**config.mk**
```make
export PLATFORM = sky130hd
export DESIGN_NAME = jpeg_marker_frame_splitter
export DESIGN_NICKNAME = d
export VERILOG_FILES = /design/src/rtl/jmfs_pkg.sv /design/src/rtl/jpeg_marker_frame_splitter.sv /design/src/rtl/jmfs_frame_fsm.sv /design/src/rtl/jmfs_out_queue.sv
export SDC_FILE = /design/constraint.sdc
export NUM_CORES = 1
export LEC_CHECK = 0
export BUFFER_PORTS_ARGS = -buffer_cell sky130_fd_sc_hd__buf_2
export CAP_MARGIN = 0
export CORE_MARGIN = 4
export CORE_UTILIZATION = 55
export CTS_CLUSTER_SIZE = 14
export DETAILED_ROUTE_END_ITERATION = 10
export GPL_TIMING_DRIVEN = 0
export PLACE_DENSITY = 0.71
export SLEW_MARGIN = 20
export SYNTH_ARGS = -nofsm -noshare
export SYNTH_HDL_FRONTEND = slang
export SYNTH_SLANG_ARGS = --single-unit
```
**constraint.sdc**
```tcl
create_clock -name clk -period 6.2 [get_ports clk]
set_input_delay 1.24 -clock clk [delete_from_list [all_inputs] [get_ports clk]]
set_output_delay 1.24 -clock clk [all_outputs]
set_load 0.005 [all_outputs]
```
**src/rtl/jmfs_pkg.sv**
```systemverilog
// shared types and constants of the mjpeg frame splitter
package jmfs_pkg;

	localparam int COUNT_BITS_DEF    = 25;
	localparam int SEQUENCE_BITS_DEF = 32;
	localparam int LIMIT_W           = 25;
	localparam int NUMBER_W          = 32;
	localparam int QUEUE_DEPTH       = 4;

	localparam logic [LIMIT_W-1:0] LIMIT_RESET = LIMIT_W'(4 * 1024 * 1024);

	localparam logic [7:0] MARK_FF  = 8'hFF;
	localparam logic [7:0] SOI_CODE = 8'hD8;
	localparam logic [7:0] EOI_CODE = 8'hD9;

	// one result transfer
	typedef struct packed {
		logic [7:0]          out_byte;
		logic                frame_first;
		logic                frame_last;
		logic                frame_abort;
		logic [NUMBER_W-1:0] frame_number;
		logic                run_last;
	} res_t;

	// up to two results produced by one input byte, item0 goes out first
	typedef struct packed {
		logic en0;
		logic en1;
		res_t item0;
		res_t item1;
	} push_t;

endpackage

```
**src/rtl/jpeg_marker_frame_splitter.sv**
```systemverilog
// top level of the mjpeg frame splitter
// Cuts whole JPEG images out of a raw MJPEG byte stream. Bytes are dropped
// until a start marker FF D8 is seen; the FF then goes out flagged as
// frame_first, followed by the D8, and every later byte passes through until
// FF D9, whose D9 goes out flagged frame_last with a sequence number counting
// from 1. A frame whose byte count exceeds max_frame_bytes (written on the
// cfg channel, reset 4194304) is ended by one abort transfer with a zero
// payload and the splitter hunts again. Rate: one input byte per clock while
// the result queue has room; each byte is registered in the input stage and
// then passes the marker and length logic into a four-entry result queue,
// whose head drives the master side. A start marker makes two results from
// one byte, and the input stalls whenever the queue holds more than two
// results. tlast marks the last result caused by one input byte; cfg_ready
// is always high.
module jpeg_marker_frame_splitter import jmfs_pkg::*; #(
	parameter int COUNT_BITS    = COUNT_BITS_DEF,
	parameter int SEQUENCE_BITS = SEQUENCE_BITS_DEF
) (
	input  logic                      clk,
	input  logic                      arst_n,
	// configuration write
	input  logic                      cfg_valid,
	output logic                      cfg_ready,
	input  logic [LIMIT_W-1:0]        cfg_data,   // max_frame_bytes
	// raw stream in
	input  logic                      s_tvalid,
	output logic                      s_tready,
	input  logic [7:0]                s_tdata,    // data_byte
	// frame bytes out
	output logic                      m_tvalid,
	input  logic                      m_tready,
	output logic [NUMBER_W+7:0]       m_tdata,    // out_byte, frame_number
	output logic [2:0]                m_tuser,    // frame_first, frame_last, frame_abort
	output logic                      m_tlast     // run_last
);

	logic  in_valid_s1;
	logic  [7:0] in_byte_s1;
	logic  room;
	logic  head_valid;
	logic  pop;
	res_t  head;
	push_t push;

	// register may be written any time the splitter is idle
	assign cfg_ready = 1'b1;

	// input stage drains whenever the queue has room for two results
	assign s_tready = !in_valid_s1 || room;

	always_ff @(posedge clk or negedge arst_n) begin
		if (!arst_n) begin
			in_valid_s1 <= 1'b0;
		end else if (s_tready) begin
			in_valid_s1 <= s_tvalid;
		end
	end

	// payload register, no reset needed
	always_ff @(posedge clk) begin
		if (s_tvalid && s_tready) begin
			in_byte_s1 <= s_tdata;
		end
	end

	jmfs_frame_fsm #(
		.COUNT_BITS    (COUNT_BITS),
		.SEQUENCE_BITS (SEQUENCE_BITS)
	) u_fsm (
		.clk       (clk),
		.arst_n    (arst_n),
		.cfg_valid (cfg_valid && cfg_ready),
		.cfg_data  (cfg_data),
		.in_valid  (in_valid_s1 && room),
		.in_byte   (in_byte_s1),
		.push      (push)
	);

	jmfs_out_queue #(
		.DEPTH (QUEUE_DEPTH)
	) u_queue (
		.clk        (clk),
		.arst_n     (arst_n),
		.push       (push),
		.pop        (pop),
		.room       (room),
		.head_valid (head_valid),
		.head       (head)
	);

	// head of the queue drives the master side
	assign pop      = head_valid && m_tready;
	assign m_tvalid = head_valid;
	assign m_tdata  = {head.frame_number, head.out_byte};
	assign m_tuser  = {head.frame_abort, head.frame_last, head.frame_first};
	assign m_tlast  = head.run_last;

endmodule

```
**src/rtl/jmfs_frame_fsm.sv**
```systemverilog
// marker tracking, length limit and sequence counter
module jmfs_frame_fsm import jmfs_pkg::*; #(
	parameter int COUNT_BITS    = COUNT_BITS_DEF,
	parameter int SEQUENCE_BITS = SEQUENCE_BITS_DEF
) (
	input  logic               clk,
	input  logic               arst_n,
	input  logic               cfg_valid,
	input  logic [LIMIT_W-1:0] cfg_data,
	input  logic               in_valid,
	input  logic [7:0]         in_byte,
	output push_t              push
);

	localparam int CMP_W = (COUNT_BITS > LIMIT_W) ? COUNT_BITS : LIMIT_W;
	localparam int NUM_W = (SEQUENCE_BITS < NUMBER_W) ? SEQUENCE_BITS : NUMBER_W;

	logic [LIMIT_W-1:0]       max_q;
	logic                     in_frame_q, in_frame_d;
	logic                     prev_ff_q, prev_ff_d;
	logic [COUNT_BITS-1:0]    cnt_q, cnt_d, cnt_inc;
	logic [SEQUENCE_BITS-1:0] seq_q, seq_d, seq_inc;
	logic                     is_ff;

	assign is_ff   = (in_byte == MARK_FF);
	assign cnt_inc = (cnt_q == '1) ? cnt_q : cnt_q + COUNT_BITS'(1);
	assign seq_inc = seq_q + SEQUENCE_BITS'(1);

	always_comb begin
		in_frame_d = in_frame_q;
		prev_ff_d  = prev_ff_q;
		cnt_d      = cnt_q;
		seq_d      = seq_q;
		push       = '0;
		if (in_valid) begin
			if (!in_frame_q) begin
				if (prev_ff_q && in_byte == SOI_CODE) begin
					in_frame_d                = 1'b1;
					prev_ff_d                 = 1'b0;
					cnt_d                     = COUNT_BITS'(2);
					push.en0                  = 1'b1;
					push.en1                  = 1'b1;
					push.item0.out_byte       = MARK_FF;
					push.item0.frame_first    = 1'b1;
					push.item1.out_byte       = SOI_CODE;
					push.item1.run_last       = 1'b1;
				end else begin
					prev_ff_d = is_ff;
				end
			end else if (prev_ff_q && in_byte == EOI_CODE) begin
				// end marker wins over the length check
				seq_d                    = seq_inc;
				in_frame_d               = 1'b0;
				prev_ff_d                = 1'b0;
				cnt_d                    = '0;
				push.en0                 = 1'b1;
				push.item0.out_byte      = in_byte;
				push.item0.frame_last    = 1'b1;
				push.item0.frame_number  = NUMBER_W'(seq_inc[NUM_W-1:0]);
				push.item0.run_last      = 1'b1;
			end else if (CMP_W'(cnt_inc) > CMP_W'(max_q)) begin
				in_frame_d               = 1'b0;
				prev_ff_d                = 1'b0;
				cnt_d                    = '0;
				push.en0                 = 1'b1;
				push.item0.frame_abort   = 1'b1;
				push.item0.run_last      = 1'b1;
			end else begin
				prev_ff_d                = is_ff;
				cnt_d                    = cnt_inc;
				push.en0                 = 1'b1;
				push.item0.out_byte      = in_byte;
				push.item0.run_last      = 1'b1;
			end
		end
	end

	always_ff @(posedge clk or negedge arst_n) begin
		if (!arst_n) begin
			max_q      <= LIMIT_RESET;
			in_frame_q <= 1'b0;
			prev_ff_q  <= 1'b0;
			cnt_q      <= '0;
			seq_q      <= '0;
		end else begin
			if (cfg_valid) begin
				max_q <= cfg_data;
			end
			in_frame_q <= in_frame_d;
			prev_ff_q  <= prev_ff_d;
			cnt_q      <= cnt_d;
			seq_q      <= seq_d;
		end
	end

endmodule

```
**src/rtl/jmfs_out_queue.sv**
```systemverilog
// small result queue taking up to two results per cycle
module jmfs_out_queue import jmfs_pkg::*; #(
	parameter int DEPTH = QUEUE_DEPTH
) (
	input  logic  clk,
	input  logic  arst_n,
	input  push_t push,
	input  logic  pop,
	output logic  room,
	output logic  head_valid,
	output res_t  head
);

	localparam int PTR_W = $clog2(DEPTH);
	localparam int CNT_W = $clog2(DEPTH + 1);

	res_t             mem_q [DEPTH];
	logic [PTR_W-1:0] wr_ptr_q, rd_ptr_q, wr_nxt;
	logic [CNT_W-1:0] cnt_q;

	assign wr_nxt     = wr_ptr_q + PTR_W'(1);
	assign room       = (cnt_q <= CNT_W'(DEPTH - 2));
	assign head_valid = (cnt_q != '0);
	assign head       = mem_q[rd_ptr_q];

	always_ff @(posedge clk) begin
		if (push.en0) begin
			mem_q[wr_ptr_q] <= push.item0;
		end
		if (push.en1) begin
			mem_q[wr_nxt] <= push.item1;
		end
	end

	always_ff @(posedge clk or negedge arst_n) begin
		if (!arst_n) begin
			wr_ptr_q <= '0;
			rd_ptr_q <= '0;
			cnt_q    <= '0;
		end else begin
			wr_ptr_q <= wr_ptr_q + PTR_W'(push.en0) + PTR_W'(push.en1);
			if (pop) begin
				rd_ptr_q <= rd_ptr_q + PTR_W'(1);
			end
			cnt_q <= cnt_q + CNT_W'(push.en0) + CNT_W'(push.en1) - CNT_W'(pop);
		end
	end

endmodule

```
==> impl_metrics.env, run 1 <==
export IMPL_synth_yosys_warnings=0
export IMPL_drive_above_1_share=0.143
export IMPL_num_fill_cells=1817
export IMPL_cts_sinks=276
export IMPL_ys_flop_type="dfxtp_1"
export IMPL_hp_class="register to register"
export IMPL_finalNetCount=1414
export IMPL_design_area_mm2=0.0142
export IMPL_dp_hpwl_um=21800
export IMPL_period_minus_slack_ns=5.10
export IMPL_r2r_start="u_fsm.cnt_q[6]$_DFFE_PN0P_"
export IMPL_placed_area_mm2=0.0133
export IMPL_syn2layout_area_growth_pct=14.0
export IMPL_dp_cells=1592
export IMPL_fp_coreArea_mm2=0.0221
export IMPL_startpoint="u_fsm.cnt_q[6]$_DFFE_PN0P_"
export IMPL_syn_inst=1229
export IMPL_leakage_nw=5.94
export IMPL_path_max_fanout=10
export IMPL_reg2regPathDepth=17
export IMPL_root_buffer="clkbuf_16"
export IMPL_skew_ns=0.0138
export IMPL_worst_setup_path_endpoint="u_fsm.cnt_q[24]$_DFFE_PN0P_"
export IMPL_wirelength_um=31600
export IMPL_cp_required_ns=6.66
export IMPL_viasPerCell=5.98
export IMPL_switching_share=0.342
export IMPL_diodes=0
export IMPL_post_cts_buffers=0
export IMPL_p_int_mw=3.45
export IMPL_finalSetupViolations=0
export IMPL_synth_edf_count=28
export IMPL_routedWlPerCell_um=19.2
export IMPL_syn_area_mm2=0.0125
export IMPL_dieWidth_um=159
export IMPL_crit_chain="clkbuf_1, and4_1, clkbuf_1, and4_1, nand3_1, nand3_1, nor2_1, xor2_1, ha_1, and2_0, nand4_1, or4_1, or4_1, o21ai_2, buf_6, nand2_2, a21boi_0"
export IMPL_fin_setup_tns_ns=0
export IMPL_core_rowCount=54
export IMPL_crit_arrival_ns=5.55
export IMPL_slew_violations=0
export IMPL_grt_overflow_total=0
export IMPL_totalPowerFinal_mw=5.24
export IMPL_rsz0062_at_grt="no"
export IMPL_drv_cap=0
export IMPL_grt_pass1_wl_um=51000
export IMPL_ys_ff_latch=276
export IMPL_finalNonFillerCells=1647
export IMPL_cts_buffer_depth=3
export IMPL_avgSynthCellArea_um2=10.1
export IMPL_power_switching_mw=1.79
export IMPL_fin_crit_sh=0.822
export IMPL_startpoint_type="register"
export IMPL_ant_nets=0
export IMPL_p_comb_frac=0.281
export IMPL_top_level_ports=85
export IMPL_timing_final_hold_violations=0
export IMPL_critPathKind="register to register"
export IMPL_gp_congestion=0.863
export IMPL_grt_max_degree=76
export IMPL_numCtsBuffers=29
export IMPL_drtPass1Iterations=6
export IMPL_clkPwrFrac=0.323
export IMPL_dieHeight_um=159
export IMPL_grtUsageTotal=0.255
export IMPL_fmax_mhz=196
export IMPL_die_area_mm2=0.0252
export IMPL_initial_core_util=0.565
export IMPL_r2r_slack_ns=1.10
export IMPL_htreeDepth=1
export IMPL_relSlewSlack=0.222
export IMPL_cts_reportedPaths_clkPinSlew_ns=0.06
export IMPL_synth_seq_area_share=0.502
export IMPL_drc=0
export IMPL_route_vias_total=9846
export IMPL_antenna_found_initial=0
export IMPL_synth_async_sr_flop_share=0.333
export IMPL_synth_cell_type_count=58
export IMPL_status="complete, no violations"
export IMPL_clk_latency_ns=0.56
export IMPL_hold_buffers=0
export IMPL_tightest_slew_ns=1.16
export IMPL_seq_power_share=0.396
export IMPL_cts_tree="done"
export IMPL_grt_pass1_vias=9830
export IMPL_portBuffers=82
export IMPL_cpPeakStageDelay_ns=0.57
export IMPL_powerDensity_mw_per_mm2=369
export IMPL_synthesis_nets=1299
export IMPL_critPathSlowestCell="or4_1"
export IMPL_r2r_end="u_fsm.cnt_q[24]$_DFFE_PN0P_"
export IMPL_setup_worst_path_end_class="register"
export IMPL_fin_util=0.644
export IMPL_drtIter0Drc=800
export IMPL_cts_repair_resized=0
export IMPL_vdd_drop_max_mv=0.253
-- placed cells by master (no fill, tap or decap), types with 13 or more instances in the layout --
cell type / netlist / routed
nand2_1: 204 / 204
dfrtp_1: 91 / 91
dfxtp_1: 156 / 156
and3_1: 14 / 14
xnor2_1: 43 / 43
a22o_1: 78 / 78
inv_1: 43 / 43
nand4_1: 13 / 13
a21oi_1: 44 / 44
nor2_1: 62 / 62
ha_1: 29 / 29
xor2_1: 25 / 25
nand3_1: 34 / 34
buf_2: 0 / 81
clkbuf_16: 0 / 30
mux4_2: 44 / 44
edfxtp_1: 28 / 28
clkbuf_1: 62 / 71
o21ai_0: 122 / 122
-- Yosys cell counts (11+ instances only) --
| cell | number | area (um^2) |
|---|---|---|
| nor2_1 | 62 | 233 |
| dfxtp_1 | 156 | 3120 |
| a21o_1 | 11 | 82.6 |
| mux4_2 | 44 | 991 |
| inv_1 | 43 | 161 |
| nand2_1 | 204 | 766 |
| xnor2_1 | 43 | 377 |
| edfxtp_1 | 28 | 841 |
| nor3_1 | 13 | 65.1 |
| a22o_1 | 78 | 683 |
| o21ai_0 | 122 | 611 |
| nand4_1 | 13 | 81.3 |
| and3_1 | 14 | 87.6 |
| xor2_1 | 25 | 219 |
| ha_1 | 29 | 363 |
| a21oi_1 | 44 | 220 |
| nand3_1 | 34 | 170 |
| dfrtp_1 | 91 | 2280 |
| clkbuf_1 | 62 | 233 |
-- layer usage --
metal,wire length [um],vias to the layer above,track usage
met5,0,-,0
met4,884,0,0.0711
met1,13500,4839,0.351
li1,-,4627,-
met2,15400,309,0.428
met3,1760,71,0.0318
-- layout make-up --
| class | instances | area, um^2 | area share |
|---|---|---|---|
| plain buffers | 72 | 297 | 0.0208 |
| clock buffers | 43 | 840 | 0.0590 |
| clock inverters | 11 | 93.8 | 0.00660 |
| inverters | 44 | 165 | 0.0116 |
| multi-input cells | 837 | 5750 | 0.405 |
| flip-flops and latches | 276 | 6270 | 0.441 |
| well taps | 280 | 350 | 0.0246 |
| repair buffers | 84 | 455 | 0.0320 |
-- power by group through the flow --
stage | logic [mW] | clock network [mW] | registers [mW]
3_3_place_gp | 1.43 | 0 | 2.10
6_report | 1.47 | 1.70 | 2.07
5_1_grt | 1.62 | 1.81 | 2.09
3_5_place_dp | 1.46 | 0 | 2.11
2_1_floorplan | 0.952 | 0 | 2.08
4_1_cts | 1.47 | 1.72 | 2.07
-- cell families after synthesis --
| family | share of synthesized area |
|---|---|
| compound gates | 0.153 |
| xor+xnor | 0.0477 |
| fa+ha+maj | 0.0339 |
| buf+inv | 0.0370 |
| flops | 0.502 |
| mux | 0.0846 |
| other cells | 0.000301 |
| simple gates | 0.141 |
-- per-stage QoR --
step / setup WS, ns / hold slack, ns
6_report: 1.10 / 0.450
5_1_grt: 0.621 / 0.470
4_1_cts: 1.12 / 0.451
3_5_place_dp: 1.20 / 0.437
3_3_place_gp: 1.20 / 0.430
2_1_floorplan: 2.05 / 0.418
-- worst max-delay path: cells and delay by family, from the launching register on --
family	cells	cell delay (ns)
simple gates	10	2.93
buf+inv	3	0.76
compound gates	2	0.52
flops	1	0.32
fa+ha+maj	1	0.31
xor+xnor	1	0.17
-- flip-flops by register name, summed over array words and instances (netlist names), 2 cells and up --
signal and cells:
in_byte_s1 8, u_queue.mem_q 176, u_queue.cnt_q 3, u_queue.rd_ptr_q 2
u_queue.wr_ptr_q 2, u_fsm.cnt_q 25, u_fsm.seq_q 32, u_fsm.max_q 25
-- how the worst min path moves through the flow --
stage | endpoint | slack (ns) | startpoint | cells after the start
floorplan | u_queue.mem_q[2][35]$_SDFFE_PP0P_ | 0.42 | u_queue.mem_q[2][35]$_SDFFE_PP0P_ | 2
global placement | u_queue.mem_q[0][16]$_SDFFE_PP0P_ | 0.43 | u_queue.mem_q[0][16]$_SDFFE_PP0P_ | 2
detailed placement | u_queue.mem_q[2][25]$_SDFFE_PP0P_ | 0.44 | u_queue.mem_q[2][25]$_SDFFE_PP0P_ | 2
CTS | u_queue.mem_q[2][25]$_SDFFE_PP0P_ | 0.45 | u_queue.mem_q[2][25]$_SDFFE_PP0P_ | 2
global route | u_queue.mem_q[2][35]$_SDFFE_PP0P_ | 0.47 | u_queue.mem_q[2][35]$_SDFFE_PP0P_ | 2
finish | u_queue.mem_q[3][28]$_SDFFE_PP0P_ | 0.45 | u_queue.mem_q[3][28]$_SDFFE_PP0P_ | 2
(Power assumes the default switching activity.)
==> inputs of run 2 (changes only) <==
Settings changed: ABC_AREA set to 1, PLACE_DENSITY 0.71 to 0.7.
Clock period 6.2 ns to 5.2 ns, I/O delays scaled along.
==> run 2 against run 1 <==
Against the previous run:
- final area is 4.7% higher
- setup slack better by 0.15 ns
- clock-buffer cell count is 3 lower
- worst hold slack worse by 0.043 ns
- clock power is 29% higher
- critical path depth is 11 lower
- synthesized cell count is 38% higher
- first-iteration DRC count is 32% higher
- area after synthesis is 4.5% higher
- core utilization is 0.73 points lower
- total power is 13% higher
- critical path type is now register to output pin
- highest routed layer unchanged
==> impl_metrics.env, run 2 <==
export IMPL_status="complete, no violations"
export IMPL_crit_family="buffers and inverters"
export IMPL_hold_buffers=0
export IMPL_r2r_start="u_fsm.cnt_q[1]$_DFFE_PN0P_"
export IMPL_path_common_cell="clkbuf_1"
export IMPL_startpoint_type="register"
export IMPL_cts_tree="done"
export IMPL_placed_area_mm2=0.0139
export IMPL_yosys_area_top_type="dfxtp_1"
export IMPL_fin_ws_ns=1.26
export IMPL_dieWidth_um=162
export IMPL_hold_slack_ns=0.407
export IMPL_fin_crit_sh=0.758
export IMPL_setup_worst_path_end_class="output pin"
export IMPL_antenna_found_initial=0
export IMPL_ys_flop_type="dfxtp_1"
export IMPL_timing_final_hold_violations=0
export IMPL_ant_nets=0
export IMPL_synth_async_sr_flop_share=0.333
export IMPL_root_buffer="clkbuf_16"
export IMPL_layout_common_cells="nand2_1 (455), o21ai_0 (223), dfxtp_1 (156)"
export IMPL_synth_area_leaders="dfxtp_1 (24%), dfrtp_1 (17%), nand2_1 (13%)"
export IMPL_synth_edf_count=28
export IMPL_vdd_drop_max_mv=0.276
export IMPL_top_register="u_queue.mem_q"
export IMPL_gp_congestion=0.999
export IMPL_tightest_slew_ns=0.769
export IMPL_fin_util=0.636
export IMPL_syn_area_mm2=0.0130
export IMPL_initial_core_util=0.557
export IMPL_largestRegisters="u_queue.mem_q: 176 flops, u_fsm.seq_q: 32 flops"
export IMPL_crit_arrival_ns=2.90
export IMPL_finalSetupViolations=0
export IMPL_drtPass1Iterations=5
export IMPL_post_cts_buffers=0
export IMPL_fp_coreArea_mm2=0.0234
export IMPL_powerDensity_mw_per_mm2=398
export IMPL_drive_above_1_share=0.111
export IMPL_clk_latency_ns=0.57
export IMPL_skew_ns=0.0277
export IMPL_cpPeakStageDelay_ns=0.62
export IMPL_syn_inst=1695
export IMPL_largest_register_ffs=176
export IMPL_grt_pass1_wl_um=60700
export IMPL_grt_pass1_vias=11642
export IMPL_syn2layout_area_growth_pct=14.3
export IMPL_portBuffers=82
export IMPL_grt_max_degree=52
export IMPL_die_area_mm2=0.0262
export IMPL_r2r_slack_ns=1.35
export IMPL_synth_cell_type_count=42
export IMPL_slew_violations=0
export IMPL_htreeDepth=1
export IMPL_design_area_mm2=0.0149
export IMPL_critPathKind="register to output pin"
export IMPL_drv_cap=0
export IMPL_drtIter0Drc=1053
export IMPL_totalPowerFinal_mw=5.93
export IMPL_cts_repair_resized=0
export IMPL_wirelength_um=37700
export IMPL_fin_setup_tns_ns=0
export IMPL_rsz0062_at_grt="no"
export IMPL_synth_common_cells="nand2_1 (455), o21ai_0 (223), dfxtp_1 (156)"
export IMPL_crit_chain="clkbuf_1, clkbuf_1, clkbuf_1, nor2_1, o22ai_1, buf_2"
export IMPL_final_common_cell="nand2_1"
export IMPL_cp_required_ns=4.16
export IMPL_leakage_nw=6.51
export IMPL_drc=0
export IMPL_fmax_mhz=254
export IMPL_cts_buffer_depth=3
export IMPL_synth_top_area_frac=0.240
export IMPL_finalNetCount=1880
export IMPL_reg2regPathDepth=18
export IMPL_finalNonFillerCells=2152
export IMPL_preCtsSetupSlack_ns=1.42
export IMPL_viasPerCell=5.56
export IMPL_path_max_fanout=10
export IMPL_dp_cells=2097
export IMPL_r2r_end="u_fsm.cnt_q[21]$_DFFE_PN0P_"
export IMPL_synth_seq_area_share=0.481
export IMPL_ys_ff_latch=276
export IMPL_grt_overflow_total=0
export IMPL_dp_hpwl_um=27200
export IMPL_diodes=0
export IMPL_synthesis_nets=1765
export IMPL_yosys_cell_count_top_type="nand2_1"
export IMPL_critPathSlowestCell="clkbuf_1"
export IMPL_worst_path_buf_inv=4
export IMPL_top_level_ports=85
export IMPL_dieHeight_um=162
export IMPL_core_rowCount=56
export IMPL_grtUsageTotal=0.286
export IMPL_synth_yosys_warnings=0
export IMPL_cts_reportedPaths_clkPinSlew_ns=0.07
export IMPL_numCtsBuffers=30
export IMPL_relSlewSlack=0.483
export IMPL_cts_sinks=276
export IMPL_hp_class="input pin to asynchronous set/reset pin"
export IMPL_avgSynthCellArea_um2=7.69
export IMPL_period_minus_slack_ns=3.94
export IMPL_route_vias_total=11975
export IMPL_routedWlPerCell_um=17.5
[run 2: changes by cell type after synthesis, sizes merged, moves of 49 or more]
cell,before,now
a22o,78,0
nor2,62,161
o21ai,129,271
o22ai,3,52
nand2,205,461
inv,43,146
[run 2: metal layers]
| metal | track usage | up-vias | part of all wire |
|---|---|---|---|
| met5 | 0 | - | 0 |
| met4 | 0.0946 | 0 | 0.033 |
| met3 | 0.0370 | 85 | 0.068 |
| met2 | 0.498 | 443 | 0.49 |
| met1 | 0.372 | 5640 | 0.41 |
| li1 | - | 5807 | - |
[run 2: layout make-up]
cell class,count,area [um^2]
Inverter,146,548
Multi-Input combinational cell,1194,5820
Buffer,79,392
Tap cell,319,399
Sequential cell,276,6270
Timing Repair Buffer,83,444
Fill cell,2142,8510
Clock buffer,40,853
Clock inverter,15,168
[run 2: worst max-delay path by stage]
stage | startpoint | end | slack [ns] | depth (start not counted)
global placement | u_fsm.cnt_q[1]$_DFFE_PN0P_ | u_fsm.cnt_q[20]$_DFFE_PN0P_ | 1.38 | 18
detailed placement | u_fsm.cnt_q[1]$_DFFE_PN0P_ | u_fsm.cnt_q[21]$_DFFE_PN0P_ | 1.42 | 18
floorplan | u_fsm.cnt_q[1]$_DFFE_PN0P_ | u_fsm.cnt_q[15]$_DFFE_PN0P_ | 2.28 | 23
finish | u_queue.rd_ptr_q[0]$_DFFE_PN0P_ | m_tdata[27] | 1.26 | 6
global route | u_fsm.cnt_q[1]$_DFFE_PN0P_ | u_fsm.cnt_q[21]$_DFFE_PN0P_ | 1.00 | 18
CTS | u_queue.rd_ptr_q[0]$_DFFE_PN0P_ | m_tdata[27] | 1.29 | 6
[run 2: cell families after synthesis]
logic type	synth area share
compound gates	0.154
xor+xnor	0.0195
fa+ha+maj	0.0325
buf+inv	0.0721
flops	0.481
mux	0.000864
other cells	0.000288
simple gates	0.240
[run 2: where the power goes]
group / leakage [nW] / switching (mW) / total (mW) / internal, mW
Combinational: 3.27 / 0.959 / 1.47 / 0.507
Clock: 0.495 / 0.897 / 2.20 / 1.30
Sequential: 2.74 / 0.0415 / 2.27 / 2.22
Total: 6.51 / 1.90 / 5.93 / 4.03
==> inputs of run 3 (changes only) <==
Settings changed: PLACE_DENSITY 0.7 to 0.73.
Clock period 5.2 ns to 3.6 ns, I/O delays scaled along.
==> run 3 against run 2 <==
Against the previous run:
- core utilization decreased by 0.091 points
- clock skew decreased by 0.016 ns
- global-route usage decreased by 0.052 points
- register-to-register slack got worse by 1.1 ns
- non-clock buffer count increased by 4
- die area unchanged
- first-iteration DRC count increased by 3.5%
- worst hold slack got worse by 0.054 ns
- critical path type unchanged
- largest power group unchanged
- highest routed layer unchanged
==> impl_metrics.env, run 3 (synthesis results as in run 2) <==
export IMPL_largestRegisters="u_queue.mem_q: 176 flops, u_fsm.seq_q: 32 flops"
export IMPL_wirelength_um=37800
export IMPL_clk_latency_ns=0.54
export IMPL_critPathSlowestCell="clkbuf_1"
export IMPL_core_rowCount=56
export IMPL_final_common_cell="nand2_1"
export IMPL_hp_class="input pin to register"
export IMPL_fin_crit_sh=0.945
export IMPL_antenna_found_initial=0
export IMPL_portBuffers=82
export IMPL_grtUsageTotal=0.286
export IMPL_critPathKind="register to output pin"
export IMPL_die_area_mm2=0.0262
export IMPL_design_area_mm2=0.0149
export IMPL_placed_area_mm2=0.0139
export IMPL_finalSetupViolations=0
export IMPL_routedWlPerCell_um=17.6
export IMPL_slew_violations=0
export IMPL_path_common_cell="clkbuf_1"
export IMPL_vdd_drop_max_mv=0.391
export IMPL_drtIter0Drc=1090
export IMPL_cpPeakStageDelay_ns=0.53
export IMPL_cp_required_ns=2.88
export IMPL_grt_pass1_wl_um=60200
export IMPL_cts_tree="done"
export IMPL_dieHeight_um=162
export IMPL_r2r_slack_ns=0.28
export IMPL_cts_buffer_depth=3
export IMPL_totalPowerFinal_mw=8.20
export IMPL_drtPass1Iterations=6
export IMPL_period_minus_slack_ns=3.40
export IMPL_finalNetCount=1883
export IMPL_htreeDepth=1
export IMPL_tightest_slew_ns=0.711
export IMPL_skew_ns=0.0121
export IMPL_grt_overflow_total=0
export IMPL_fmax_mhz=294
export IMPL_relSlewSlack=0.526
export IMPL_crit_arrival_ns=2.68
export IMPL_fp_coreArea_mm2=0.0234
export IMPL_grt_pass1_vias=11543
export IMPL_dieWidth_um=162
export IMPL_path_max_fanout=10
export IMPL_largest_register_ffs=176
export IMPL_gp_congestion=0.976
export IMPL_drc=0
export IMPL_root_buffer="clkbuf_16"
export IMPL_top_level_ports=85
export IMPL_drv_cap=0
export IMPL_top_register="u_queue.mem_q"
export IMPL_leakage_nw=6.49
export IMPL_num_fill_cells=2173
export IMPL_cts_reportedPaths_clkPinSlew_ns=0.06
export IMPL_numCtsBuffers=29
export IMPL_crit_chain="clkbuf_1, clkbuf_1, clkbuf_1, nor2_1, o22ai_1, buf_2"
export IMPL_syn2layout_area_growth_pct=14.1
export IMPL_initial_core_util=0.557
export IMPL_ant_nets=0
export IMPL_viasPerCell=5.55
export IMPL_status="complete, no violations"
export IMPL_grt_max_degree=76
export IMPL_layout_common_cells="nand2_1 (450), o21ai_0 (223), dfxtp_1 (156)"
export IMPL_route_vias_total=11957
export IMPL_timing_final_hold_violations=0
export IMPL_setup_worst_path_end_class="output pin"
export IMPL_dp_hpwl_um=27200
export IMPL_startpoint_type="register"
export IMPL_drive_above_1_share=0.117
export IMPL_cts_sinks=276
export IMPL_powerDensity_mw_per_mm2=552
==> run 3: cell count changes in the layout (fill, tap and decap cells not counted), sizes merged <==
cell | previous run | this run
bufinv | 3 | 0
clkbuf | 87 | 90
clkinvlp | 4 | 2
buf | 115 | 116
diode | 0 | 1
dlygate4sd3 | 0 | 1
inv | 147 | 148
==> run 3: per-stage QoR <==
step / std cells / hold WS [ns] / setup slack [ns] / util / TNS [ns]
floorplan: 1695 / 0.414 / 0.682 / - / 0
global placement: 2096 / 0.427 / -0.164 / 0.591 / -2.34
detailed placement: 2097 / 0.434 / -0.161 / 0.593 / -1.95
CTS: 2151 / 0.330 / 0.0327 / 0.632 / 0
global route: 2153 / 0.332 / -0.00661 / 0.635 / -0.0145
finish: 2154 / 0.354 / 0.197 / 0.635 / 0
==> run 3: cell type report <==
| type | instances | area [um^2] | share of cell area |
|---|---|---|---|
| Clock inverter | 11 | 67.6 | 0.00454 |
| Clock buffer | 41 | 825 | 0.0554 |
| Inverter | 146 | 548 | 0.0369 |
| Timing Repair Buffer | 87 | 477 | 0.0321 |
| Multi-Input combinational cell | 1194 | 5890 | 0.396 |
| Tap cell | 319 | 399 | 0.0268 |
| Antenna cell | 1 | 2.50 | 0.000168 |
| Buffer | 79 | 400 | 0.0269 |
| Sequential cell | 276 | 6270 | 0.421 |
==> run 3: final timing paths <==
check,from,endpoint,depth (start not counted)
min in group asynchronous,arst_n,u_fsm.max_q[16]$_DFFE_PN0P_,2
max reg2reg,u_fsm.cnt_q[1]$_DFFE_PN0P_,u_queue.mem_q[2][39]$_DFFE_PP_,18
max,u_queue.rd_ptr_q[0]$_DFFE_PN0P_,m_tdata[33],6
max in group asynchronous,arst_n,u_fsm.seq_q[21]$_DFFE_PN0P_,3
min,s_tdata[1],in_byte_s1[1]$_DFFE_PP_,1
min reg2reg,u_queue.mem_q[2][38]$_SDFFE_PP0P_,u_queue.mem_q[2][38]$_SDFFE_PP0P_,2
==> run 3: routing by layer <==
layer | up-vias | track usage | wire [um]
li1 | 5818 | - | -
met1 | 5596 | 0.369 | 15800
met2 | 451 | 0.493 | 18300
met3 | 92 | 0.0419 | 2470
met4 | 0 | 0.103 | 1290
met5 | - | 0 | 0
==> run 3: what timing repair did <==
item,CTS,global route
hold buffers,1,0
resized for setup,4,17
setup buffers,1,2
gates cloned,0,0
setup endpoints to repair,20,67
pin swaps,1,2
endpoints found under the hold margin,17,0
==> run 3: report_power, final <==
part / internal [mW] / switching, mW / total [mW]
sequential: 3.21 / 0.0617 / 3.27
clock: 1.59 / 1.24 / 2.83
combinational: 0.723 / 1.37 / 2.10
==> run 3: worst max-delay path, delay by kind of cell (launching register included) <==
family          cells  cell delay, ns
compound gates      1            0.20
simple gates        1            0.08
flops               1            0.33
buf+inv             4            1.52
